==> config.mk <==
export PLATFORM = sky130hd
export DESIGN_NAME = bcr_lane
export DESIGN_NICKNAME = d
export VERILOG_FILES = /design/src/hdl/bcr_lane.sv
export SDC_FILE = /design/constraint.sdc
export NUM_CORES = 1
export LEC_CHECK = 0
export ABC_AREA = 1
export BUFFER_PORTS_ARGS = -buffer_cell sky130_fd_sc_hd__buf_2
export CAP_MARGIN = 20
export CELL_PAD_IN_SITES_DETAIL_PLACEMENT = 1
export CELL_PAD_IN_SITES_GLOBAL_PLACEMENT = 2
export CORE_ASPECT_RATIO = 0.7
export CORE_MARGIN = 8
export CORE_UTILIZATION = 39
export DETAILED_ROUTE_END_ITERATION = 6
export PLACE_DENSITY = 0.82
export SYNTH_ARGS = -nofsm -noshare
export SYNTH_HDL_FRONTEND = slang
export SYNTH_SLANG_ARGS = --single-unit
export TNS_END_PERCENT = 5
==> constraint.sdc <==
create_clock -name clk -period 7.1 [get_ports clk]
set_input_delay 0.71 -clock clk [delete_from_list [all_inputs] [get_ports clk]]
set_output_delay 0.71 -clock clk [all_outputs]
set_load 0.01 [all_outputs]
==> src/hdl/bcr_lane.sv <==
// One filter lane: a registered signed product of a value and its weight.
// No dependencies.
module bcr_lane #(
	parameter int A_W = 16,
	parameter int B_W = 16
) (
	input  logic                        clk,
	input  logic                        en,
	input  logic signed [A_W-1:0]       a,
	input  logic signed [B_W-1:0]       b,
	output logic signed [A_W+B_W-1:0]   prod_q
);

	always_ff @(posedge clk) begin
		if (en) begin
			prod_q <= a * b;
		end
	end

endmodule

After elaboration in Yosys (flattened, before gate mapping)
Index checks and enable logic that the tools add are counted.

Input port bits: 34. Flip-flop bits (word level): 32. Word-level logic and storage cells: 2. Output and inout bits: 32.

$mul: 1.

Operator list (number): $mul A16 B16 Y32 (1).

Longest topological paths before layout
Gate-level depths: netlist of run 1.

Depth in word-level cells: 1. Depth in mapped cells: 26. Gate-level depth less buffers: 25.

Worst setup path before layout of run 1
No wires, ideal clock.

Kind: input to register. From: input port b[5]. To: register prod_q[31] (data pin). Data required time: 6.848 ns. Data arrival time: 5.675 ns. Path buffers: 2. Stages: 21. Library setup time: 0.252 ns. Setup slack: 1.173 ns. Cell sequence: clkbuf_1 -> clkbuf_1 -> nand2_1 -> fa_1 -> inv_1 -> fa_1 -> inv_1 -> fa_1 -> fa_1 -> fa_1 -> fa_1 -> inv_1 -> ha_1 -> nand2_1 -> nor3_4 -> and2_1 -> nand2_1 -> inv_1 -> nor2_1 -> nand2_1 -> nand2_1.

Word-level cells in the longest chain between the ends: 1.

Ends and longest elaborated chain: from (decl) (line 10) `input logic signed [B_W-1:0] b,`; $mul A16 B16 Y32 (line 16) `prod_q <= a * b;`; to (signal assigned) (line 16); to (decl) (line 11) `output logic signed [A_W+B_W-1:0] prod_q`.

Every way passes these cells. A chain may end at the register's enable or synchronous reset.

Worst setup path after layout of run 1
From: input port b[1]. To: register prod_q[29] (data pin).

The elaborated chain is that of the path after synthesis.

==> metrics, run 1 <==
outcome finished clean; fmax 159 MHz; Reg with most FFs prod_q; via count 9027; Critical-path top delay cell fa_1; GRT overflow 0; placed inst area 12500 um2; crit end category flop; vias in the first global route 10500; top cell family by delay on the critical path adder cells; Gate Count Post-Synth 1484; Async S/R FF share, synth 0; die width 224 um; Hold WC Path Type in2reg; final WL 34.2 mm; CP arrival 6.32 ns; DRT Pass-1 Iters 5; Hold Crit Depth 3; post-synthesis average cell area 7.97 um2; worst hold endpoint prod_q[0]; RSZ-0062 raised after global routing false; Detail Route Antenna Nets 0; Post-Layout Cell Count 1911; endpoints failing hold 0; clock input transition at the sequential cells of the worst setup and hold paths 0.05 ns; core area 29900 um2; Max-slew headroom 0.450; max FFs per register 32; clk sink count 32; routed len/inst 17.9 um; vias per inst 4.72; Die H 162 um; Cells after DPL 1904; Sum Neg Setup Slack 0 ns; Fillers 3681; Slew @ Worst Pin 0.826 ns; I/O Buffers 65; Initial Util 0.395; maximum root-to-sink buffer count 2; # DRC 0; largest net degree at the start of global routing 33; Netlist Area Pre-Place 11800 um2; first-pass GRT wire length 57.8 mm; post-synthesis sequential area ratio 0.0813; Top Registers prod_q (32); Post-CTS Resized 0; ys flop type edfxtp_1; half-perimeter wire length after placement 29.6 mm; GR Util All Layers 0.202; area of the multi-input gates 8870 um2; ant diodes 0; CP required 7.14 ns; fin crit share 0.884; layout net count 1877; setup bufs post-CTS 0; layout cells sized above 1 0.0827; post-route design area 12600 um2; Rows 53; CTS tree built; Die Area 36200 um2; crit path time final 6.28 ns; Hold Crit Start b[0]; critical-path cell list buf_2 > nand2_1 > inv_1 > fa_1 > fa_1 > inv_1 > fa_1 > fa_1 > fa_1 > fa_1 > inv_1 > ha_1 > nand2_1 > nor2_1 > nand2_1 > nor3_2 > nand2_1 > nand3_1 > nand2_1; register area 961 um2; #FFs+latches synth 32; Area Growth Syn to Fin 6.50%; Crit path top cell by count fa_1; # hold bufs at CTS 0; Distinct cells, synth 28; Warnings, synthesis 0; CP Launch Type input pin; drt first-iter violations 459; CP Class in2reg; max cap viols 0; total CTS buffers 5; Worst Path Buf+Inv 4; Hold WS 0.963 ns; RePlAce Congestion 0.878; H-tree depth 2; num ports 66; syn_nets 1862; EDFF count, synth 32; root buf cell clkbuf_16; initial antenna violation count 0; Critical Path Max Stage Delay 0.85 ns; CP Max Fanout 16; fin. max-slew vios 0; Final Setup Violations 0
==> how the worst max path moves through the flow <==
| stage | start | to | slack [ns] | cells after the start |
|---|---|---|---|---|
| 2_1_floorplan | b[5] | prod_q[31] | 1.17 | 21 |
| 3_3_place_gp | b[1] | prod_q[29] | 0.63 | 19 |
| 3_5_place_dp | b[1] | prod_q[29] | 0.52 | 19 |
| 4_1_cts | b[1] | prod_q[29] | 0.82 | 19 |
| 5_1_grt | a[15] | prod_q[29] | 0.41 | 21 |
| 6_report | b[1] | prod_q[29] | 0.82 | 19 |
==> cell type report <==
type	instances	share of cell area
multi-input cells	921	0.704
inverters	472	0.141
flip-flops and latches	32	0.0763
well taps	412	0.0409
repair buffers	67	0.0270
clock buffers	6	0.0102
clock inverters	1	0.000398
==> metal layers <==
layer	vias up	share of wire	track usage	wire [um]
li1	4196	-	-	-
met1	4676	0.48	0.294	16500
met2	133	0.47	0.334	16200
met3	22	0.033	0.0180	1140
met4	0	0.012	0.0260	411
met5	-	0	0	0
==> worst min-delay path, stage by stage <==
cell	delay [ns]
buf_2	0.23
nand2_1	0.10
inv_1	0.04
==> metrics by stage <==
stage / setup WS (ns) / utilization
after floorplan: 1.17 / -
after global placement: 0.634 / 0.416
after detailed placement: 0.517 / 0.416
after CTS: 0.817 / 0.421
after global routing: 0.414 / 0.421
final: 0.821 / 0.421
==> cell families after synthesis <==
| logic type | count (synthesis) | share of synthesized area |
|---|---|---|
| DFF | 32 | 0.0813 |
| xor gates and xnor gates | 19 | 0.0141 |
| adders and majority gates | 344 | 0.530 |
| buffers and inverters | 531 | 0.169 |
| and+or+nand+nor | 510 | 0.183 |
| AOI/OAI and AO/OA | 48 | 0.0229 |
==> Yosys cell counts (10+ instances only) <==
cell type,count,share of area
inv_1,462,0.15
nand2_1,384,0.12
fa_1,262,0.44
ha_1,82,0.087
clkbuf_1,59,0.019
nor2_1,38,0.012
edfxtp_1,32,0.081
nand3_1,29,0.012
a21oi_1,26,0.011
xor2_1,17,0.013
nand2_2,13,0.0069
nand4_1,12,0.0064
inv_2,10,0.0032
nor2_2,10,0.0053
==> cells in the final DEF (no fill, tap or decap), drive strengths merged, types with 11 or more instances in the layout <==
cell / netlist / layout
inv: 472 / 472
nand2: 397 / 397
fa: 262 / 262
ha: 82 / 82
buf: 0 / 67
nor2: 53 / 53
edfxtp: 32 / 32
nand3: 32 / 32
a21oi: 28 / 28
xor2: 17 / 17
nand4: 12 / 12
o21ai: 11 / 11
Power of run 1 is not shown: default switching activity piles up to over one toggle a cycle in this logic, so the estimate is an artifact.
==> inputs of run 2 (changes only) <==
Settings changed: PLACE_DENSITY 0.82 to unset, PLACE_DENSITY_LB_ADDON set to 0.1.
==> metrics, run 2 (synthesized netlist as in run 1, its figures left out) <==
Reg with most FFs prod_q; Fillers 3712 (+0.84%); register area 961 um2 (unchanged); Initial Util 0.395 (unchanged); initial antenna violation count 0 (unchanged); CP arrival 6.27 ns (-0.05 ns); drt first-iter violations 413 (-10%); maximum root-to-sink buffer count 2 (unchanged); CP Launch Type input pin; CP Max Fanout 16 (unchanged); die width 224 um (unchanged); Hold WC Path Type in2reg; half-perimeter wire length after placement 29.8 mm (+0.56%); RePlAce Congestion 0.813 (-7.4%); Slew @ Worst Pin 0.852 ns (+0.0262 ns); most frequent cells in the layout inv_1, nand2_1, fa_1, ha_1, buf_2; first-pass GRT wire length 57.0 mm (-1.3%); worst hold endpoint prod_q[0]; layout net count 1877 (unchanged); layout cells sized above 1 0.0827 (unchanged); Final Setup Violations 0 (unchanged); endpoints failing hold 0 (unchanged); via count 8878 (-1.7%); CP required 7.14 ns (about the same); fin crit share 0.878 (-0.00657); fin. max-slew vios 0 (unchanged); num ports 66 (unchanged); # DRC 0 (unchanged); commonest non-fill, non-tap cell in the layout inv_1; DRT Pass-1 Iters 4 (-1); placed inst area 12500 um2 (unchanged); final WL 34.2 mm (about the same); ant diodes 0 (unchanged); GR Util All Layers 0.200 (-0.00186); Max-slew headroom 0.432 (-0.0175); Setup WS pre-CTS 0.579 ns (+0.0613 ns); core area 29900 um2 (unchanged); Hold Crit Start b[0]; Detail Route Antenna Nets 0 (unchanged); CP Class in2reg; crit end category flop; max cap viols 0 (unchanged); routed len/inst 17.9 um (about the same); Final WS setup 0.867 ns (+0.0466 ns); post-route design area 12600 um2 (unchanged); Area Growth Syn to Fin 6.50% (unchanged); RSZ-0062 raised after global routing false; setup bufs post-CTS 0 (unchanged); Die H 162 um (unchanged); largest net degree at the start of global routing 33 (unchanged); max FFs per register 32 (unchanged); root buf cell clkbuf_16; # hold bufs at CTS 0 (unchanged); clk sink count 32 (unchanged); Top Registers prod_q (32); I/O Buffers 65 (unchanged); vias per inst 4.65 (-1.7%); Hold Crit Depth 3 (unchanged); clock input transition at the sequential cells of the worst setup and hold paths 0.06 ns (about the same); area of the multi-input gates 8870 um2 (unchanged); Die Area 36200 um2 (unchanged); CTS tree built; Rows 53 (unchanged); GRT overflow 0 (unchanged); Sum Neg Setup Slack 0 ns (unchanged); fmax 160 MHz (+0.75%); crit path time final 6.23 ns (-0.0466 ns); vias in the first global route 10200 (-2.3%); total CTS buffers 5 (unchanged); H-tree depth 2 (unchanged); Post-CTS Resized 0 (unchanged); outcome finished clean
[run 2: area by class of cell]
type,count,share of cell area
clock buffer,6,0.0102
clock inverter,1,0.000398
inverter,472,0.141
multi-input combinational,921,0.704
sequential,32,0.0763
tap,412,0.0409
timing repair buffer,67,0.0270
[run 2: critical path, stage by stage]
cell and delay (ns):
buf_2 0.30, nand2_1 0.16, inv_1 0.14, fa_1 0.55
fa_1 0.86, fa_1 0.52, fa_1 0.51, fa_1 0.49
inv_1 0.05, fa_1 0.48, inv_1 0.04, ha_1 0.45
nand2_1 0.18, nor2_1 0.26, nand2_1 0.12, nor3_1 0.15
nand2_1 0.12, nand4_1 0.10, nand2_1 0.05
[run 2: metrics by stage]
stage	utilization	instances	hold slack [ns]
final	0.421	1911	0.957
after detailed placement	0.416	1904	1.13
after global routing	0.421	1911	0.968
after CTS	0.421	1911	0.957
after global placement	0.416	1904	1.13
after floorplan	-	1484	0.822
[run 2: routing by layer]
layer | track usage | vias up | share of wire
met5 | 0 | - | 0
met4 | 0.0203 | 0 | 0.0091
met3 | 0.0173 | 24 | 0.021
met2 | 0.324 | 84 | 0.46
met1 | 0.299 | 4578 | 0.51
li1 | - | 4192 | -
[run 2: worst max path at each step]
stage                     slack, ns         end  startpoint
after CTS                      0.87  prod_q[28]        b[1]
after global placement         0.57  prod_q[28]        b[2]
final                          0.87  prod_q[28]        b[1]
after detailed placement       0.58  prod_q[24]        b[1]
after floorplan                1.17  prod_q[31]        b[5]
after global routing           0.56  prod_q[29]        b[1]
Power of run 2 is left out for the same reason.
