<file path="config.mk">
export PLATFORM = sky130hd
export DESIGN_NAME = bcr_weights
export DESIGN_NICKNAME = d
export VERILOG_FILES = /design/src/hdl/bcr_pkg.sv /design/src/hdl/bcr_weights.sv
export SDC_FILE = /design/constraint.sdc
export NUM_CORES = 1
export LEC_CHECK = 0
export BUFFER_PORTS_ARGS = -buffer_cell sky130_fd_sc_hd__buf_2
export CAP_MARGIN = 0
export CORE_MARGIN = 3
export CORE_UTILIZATION = 55
export DETAILED_ROUTE_END_ITERATION = 12
export PLACE_DENSITY = 0.75
export SETUP_SLACK_MARGIN = 0.15
export SYNTH_ARGS = -nofsm -noshare
export SYNTH_HDL_FRONTEND = slang
export SYNTH_SLANG_ARGS = --single-unit
</file>
<file path="constraint.sdc">
create_clock -name clk -period 12.2 [get_ports clk]
set_input_delay 1.22 -clock clk [delete_from_list [all_inputs] [get_ports clk]]
set_output_delay 1.22 -clock clk [all_outputs]
set_load 0.02 [all_outputs]
</file>
<file path="src/hdl/bcr_pkg.sv">
// Package for the Catmull-Rom bicubic interpolator: default widths, weight format,
// and row counter codes.
// No dependencies; imported by bicubic_catmull_rom_interp, bcr_weights and bcr_merge.
package bcr_pkg;

	localparam int SAMPLE_BITS_DEF = 16;
	localparam int FRAC_BITS_DEF   = 8;

	// Weights are Q2.14, held in 16 signed bits.
	localparam int WEIGHT_BITS = 14;
	localparam int WEIGHT_W    = WEIGHT_BITS + 2;

	localparam int ROW_CNT_W = 2;

	typedef logic signed [WEIGHT_W-1:0] weight_t;
	typedef logic [ROW_CNT_W-1:0]       row_cnt_t;

	// Three rows are kept. The row that arrives with this count is the fourth.
	localparam row_cnt_t LAST_ROW = row_cnt_t'(3);

endpackage

</file>
<file path="src/hdl/bcr_weights.sv">
// Four-stage generator of the Catmull-Rom weights for one fraction.
// Each weight is formed exactly over 2*F^3 and then brought to Q2.14, rounded where it has more fraction bits.
// Depends on bcr_pkg.
module bcr_weights #(
	parameter int FRAC_BITS = bcr_pkg::FRAC_BITS_DEF
) (
	input  logic                 clk,
	input  logic                 en,
	input  logic [FRAC_BITS-1:0] frac,
	output bcr_pkg::weight_t     w_s4 [4]
);
	import bcr_pkg::*;

	localparam int NUM_W = 3 * FRAC_BITS + 3;
	localparam int SH    = 3 * FRAC_BITS + 1 - WEIGHT_BITS;
	localparam logic signed [NUM_W-1:0] TWO_F3 = NUM_W'(1) <<< (3 * FRAC_BITS + 1);

	logic [FRAC_BITS-1:0]     f_s1, f_s2;
	logic [2*FRAC_BITS-1:0]   f2_s1, f2_s2;
	logic [3*FRAC_BITS-1:0]   f3_s2;
	logic signed [NUM_W-1:0]  num_s3 [4];
	logic signed [NUM_W-1:0]  fe, f2e, f3e, f_ff, f2_f;
	logic signed [NUM_W-1:0]  num [4];
	weight_t                  wv [4];

	always_ff @(posedge clk) begin
		if (en) begin
			f_s1   <= frac;
			f2_s1  <= frac * frac;
			f_s2   <= f_s1;
			f2_s2  <= f2_s1;
			f3_s2  <= f2_s1 * f_s1;
			num_s3 <= num;
			w_s4   <= wv;
		end
	end

	// Multiplications by powers of F are plain shifts.
	always_comb begin
		fe   = NUM_W'(f_s2);
		f2e  = NUM_W'(f2_s2);
		f3e  = NUM_W'(f3_s2);
		f_ff = fe <<< (2 * FRAC_BITS);
		f2_f = f2e <<< FRAC_BITS;
		num[0] = f2_f + f2_f - f_ff - f3e;
		num[1] = TWO_F3 - ((f2_f <<< 2) + f2_f) + ((f3e <<< 1) + f3e);
		num[2] = f_ff + (f2_f <<< 2) - ((f3e <<< 1) + f3e);
		num[3] = f3e - f2_f;
	end

	generate
		if (SH > 0) begin : g_round
			localparam logic signed [NUM_W-1:0] HALF = NUM_W'(1) <<< (SH - 1);
			logic signed [NUM_W-1:0] rnd [4];
			always_comb begin
				for (int i = 0; i < 4; i++) begin
					rnd[i] = (num_s3[i] + HALF) >>> SH;
					wv[i]  = WEIGHT_W'(rnd[i]);
				end
			end
		end else if (SH == 0) begin : g_exact
			always_comb begin
				for (int i = 0; i < 4; i++) begin
					wv[i] = WEIGHT_W'(num_s3[i]);
				end
			end
		end else begin : g_scale
			localparam int LSH = -SH;
			always_comb begin
				for (int i = 0; i < 4; i++) begin
					wv[i] = WEIGHT_W'(num_s3[i]) <<< LSH;
				end
			end
		end
	endgenerate

endmodule

</file>
## Word level (Yosys, flattened, before mapping)

Cells that the tools add are included.

- Flip-flop bits (word level): 244
- Input bits: 10
- Output and inout bits: 64
- Word-level logic and storage cells: 29

- Add/sub/neg operators: 14
- Multiply operators: 2

Operator list:

| operator | count |
|---|---|
| 27-bit by 12-bit adder with 27-bit output, second input constant | 4 |
| 24-bit by 26-bit adder with 27-bit output | 1 |
| 26-bit by 24-bit adder with 27-bit output | 1 |
| 27-bit adder | 1 |
| 26-bit by 25-bit subtractor with 27-bit output | 1 |
| 27-bit subtractor | 1 |
| 27-bit subtractor, first input constant | 1 |
| 25-bit by 24-bit adder with 26-bit output | 1 |
| 25-bit by 24-bit subtractor with 26-bit output | 1 |
| 24-bit by 24-bit adder with 25-bit output | 1 |
| 24-bit by 24-bit subtractor with 25-bit output | 1 |
| 16-bit by 8-bit multiplier with 24-bit output | 1 |
| 8-bit by 8-bit multiplier with 16-bit output | 1 |

## Longest topological paths before layout

- Depth after elaboration: 3
- Gate-level depth with buffers: 22
- Gate-level depth less buffers: 22

## Worst setup path after synthesis

Ideal clock, no wire load.

- Path kind: input-to-reg
- Start: input port frac[5]
- End: register f2_s1[15] (data pin)
- Library setup time: 0.274 ns
- Arrival: 4.897 ns
- Data required time: 11.926 ns
- Setup slack: 7.030 ns
- Stages: 16
- Path buffers: 1
- Cells stage by stage: clkbuf_1 -> nand2_1 -> inv_1 -> fa_1 -> fa_1 -> inv_1 -> fa_1 -> inv_1 -> fa_1 -> ha_1 -> a21oi_1 -> nor2b_1 -> o2111ai_1 -> nand2_1 -> o41ai_1 -> xor2_1

- Cells in the longest elaborated chain, start to end: 1

Ends and longest elaborated chain:

| element | RTL line | text |
|---|---|---|
| start, declared | bcr_weights.sv:9 | `input logic [FRAC_BITS-1:0] frac,` |
| 8-bit by 8-bit multiplier with 16-bit output | bcr_weights.sv:29 | `f2_s1 <= frac * frac;` |
| end signal, assigned | bcr_weights.sv:29 |  |
| end, declared | bcr_weights.sv:19 | `logic [2*FRAC_BITS-1:0] f2_s1, f2_s2;` |

No other way between the ends.
A chain may end at the register's enable or synchronous reset.

==> reports/qor.txt <==
Yosys warning count -> 0
slowest stage delay, CP -> 0.61 ns
utilization after layout -> 60.3%
register area share after synthesis -> 32.5%
DR pass1 iterations -> 6
Die W -> 188 µm
Hold EP -> w_s4[31]
row cnt -> 66
CP Cell Sequence -> nand2_1 -> fa_1 -> nor2b_1 -> o311ai_2 -> a21oi_1 -> o21ai_0 -> a31oi_1 -> o21ai_0 -> xnor2_1 -> xnor2_1 -> ha_1 -> o21bai_1 -> ha_1 -> inv_1 -> o21bai_1 -> a21oi_1 -> o31ai_1 -> a21o_1 -> a21oi_1 -> o21a_1 -> or4b_1 -> nand4_1
GR Util met3 -> 3.16%
met1 Use GR -> 26.0%
Max Cap Viol -> 0
hold_sp -> num_s3[53]
Finished Cell Area -> 19,700 µm²
IO buf count -> 73
Post-CTS Repair Setup Buffers -> 0
Max-slew headroom -> 35.0%
final setup TNS -> 0 ns
Startpoint Class -> flip-flop
WP data arrival -> 5.81 ns
core area -> 32,600 µm²
n_diodes -> 0
Synth cell types -> 72
status -> finished, final reports clean
Worst Reg2Reg Path Length in Cells -> 22
cts repair resizes -> 0
Placer Congestion -> 0.897
Tightest Pin Transition -> 0.975 ns
first-pass GRT wire length -> 60,800 µm
Initial Util -> 55.8%
DR vias -> 12,651
grt total ovfl -> 0
R2R Setup Slk -> 6.70 ns
global route hottest layer -> met2
Routed Antenna Nets -> 0
CTS Buffer Depth -> 2
Top FF cell, synth -> edfxtp_1
Layout area overhead -> 8.03%
number of buffers created by CTS -> 17
synthesized area per cell -> 10.3 µm²
post-cts hold buffer count -> 0
crit path max fanout -> 10
Post-synth EDFFs -> 197
CTS root buf -> clkbuf_16
Num Clock Sinks -> 197
Post-route DRC -> 0
Nets -> 2,191
WP data required -> 12.51 ns
worst slack, placed -> 6.71 ns
Via density -> 5.52
antenna violations before repair -> 0
Total GRT Usage -> 21.0%
asr flop ratio synth -> 0%
# setup viols final -> 0
worst setup margin -> 6.70 ns
Synth Cell Area -> 18,200 µm²
Total Die Area -> 35,300 µm²
RSZ-0062 raised after global routing -> false
final wirelength -> 36,300 µm
dpl hpwl -> 29,000 µm
layout cells sized above 1 -> 6.38%
Hold Crit Depth -> 1
CTS clk-pin slew, worst paths -> 0.07 ns
crit-path most repeated cell -> a21oi_1
CP top delay family -> compound AO/OA/AOI/OAI gates
worst r2r src -> f_s2[0]
io pins -> 74
CTS tree -> done
fin crit period -> 5.50 ns
clock latency on the worst-skew pair -> 0.45 ns
Reg-to-Reg End -> num_s3[51]
Period Utilization, post-route -> 45.1%
drt wl/cell -> 15.8 µm
placed inst area -> 19,100 µm²
max-slew violations -> 0
critical path type -> reg2reg
class of the worst hold path -> reg2reg
chip height -> 188 µm
flops & latches, synth -> 197
M2 GR Usage -> 36.9%
clk_skew -> 0.0110 ns
fmax -> 0.182 GHz
pin count of the biggest net entering global routing -> 125
Hold Vio Cnt, Final -> 0
DR iter-0 viols -> 765
Worst Path Buf+Inv -> 1
slowest CP cell -> edfxtp_1
Post-Syn Instances -> 1,766
Setup crit end kind -> flip-flop
vias in the first global route -> 12,894
H-tree Lvls -> 4
-- cell usage in the layout (no fill, tap or decap), types with 3 or more instances in the layout --
cell type    n
o41ai_1      3
xnor2_1    123
a21oi_1     82
and4_1       5
buf_2       72
a21boi_0     5
nor4_1       7
clkbuf_16   17
conb_1       5
fa_1       115
nand2b_1    14
o2111ai_1   10
o21ai_0     36
o21bai_1    21
nand4_1     17
inv_1      236
a31o_2       4
nand3_1     44
ha_1       228
inv_6        3
nor3_1      28
a21oi_2      3
a21o_1      44
a211oi_1     5
edfxtp_1   197
a31oi_1     15
nor3b_1      4
nor2_1      87
and2_1     123
nor2b_1     20
xor2_1      57
a221o_1      3
nand2_1     94
and3_1      26
o21a_1      26
bufinv_16    4
o211ai_1     6
or3_1        6
-- cells in the mapped netlist (24+ instances only) --
cell type,count,area share [%]
nor3_1,28,0.77
edfxtp_1,197,32
inv_1,236,4.9
clkbuf_1,24,0.49
fa_1,115,13
a21o_1,44,1.8
nand3_1,44,1.2
and2_1,123,4.2
nor2_1,87,1.8
o21ai_0,36,0.99
xnor2_1,123,5.9
o21a_1,26,1.1
xor2_1,57,2.7
ha_1,228,16
a21oi_1,82,2.3
nand2_1,94,1.9
and3_1,26,0.89
-- logic make-up after synthesis --
logic type	after synthesis	share of synthesized area [%]
other	2	0.0412
multiplexers	3	0.172
adder cells (fa/ha/maj)	345	28.4
AND/OR/NAND/NOR	488	14.1
buffers and inverters	260	5.36
AO/OA/AOI/OAI	291	10.8
XOR/XNOR	180	8.66
flip-flops	197	32.5
-- worst max-delay path by stage --
stage | start | to | slack, ns | cells past startpoint
2_1_floorplan | frac[5] | f2_s1[15] | 7.03 | 16
3_3_place_gp | frac[2] | f2_s1[15] | 6.81 | 18
3_5_place_dp | frac[2] | f2_s1[15] | 6.71 | 16
4_1_cts | f_s2[0] | num_s3[51] | 6.72 | 21
5_1_grt | f_s2[0] | num_s3[51] | 6.21 | 22
6_report | f_s2[0] | num_s3[51] | 6.70 | 22
-- registers in the layout, summed over array words and instances (netlist names) --
name    flops
w_s4       64
f2_s2      14
f_s1        8
f_s2        8
f3_s2      23
num_s3     66
f2_s1      14
-- layout make-up --
type | instances | area (µm²)
Clock inverter | 11 | 174
Sequential cell | 197 | 5920
Fill cell | 2707 | 12900
Tap cell | 442 | 553
Multi-Input combinational cell | 1312 | 11300
Clock buffer | 19 | 433
Inverter | 236 | 886
Timing Repair Buffer | 74 | 382
-- layer usage --
| metal | vias up | wire length, µm |
|---|---|---|
| met1 | 6052 | 15700 |
| met4 | 0 | 1260 |
| met3 | 74 | 1540 |
| met2 | 307 | 17800 |
| li1 | 6218 | - |
| met5 | - | 0 |
-- through the flow --
stage               hold slack (ns)  std cells
floorplan                     0.461       1769
global placement              0.535       2261
detailed placement            0.549       2261
CTS                           0.567       2291
global route                  0.580       2291
finish                        0.564       2291
Power is not shown: default switching activity piles up to over one toggle a cycle in this logic, so the estimate is an artifact.
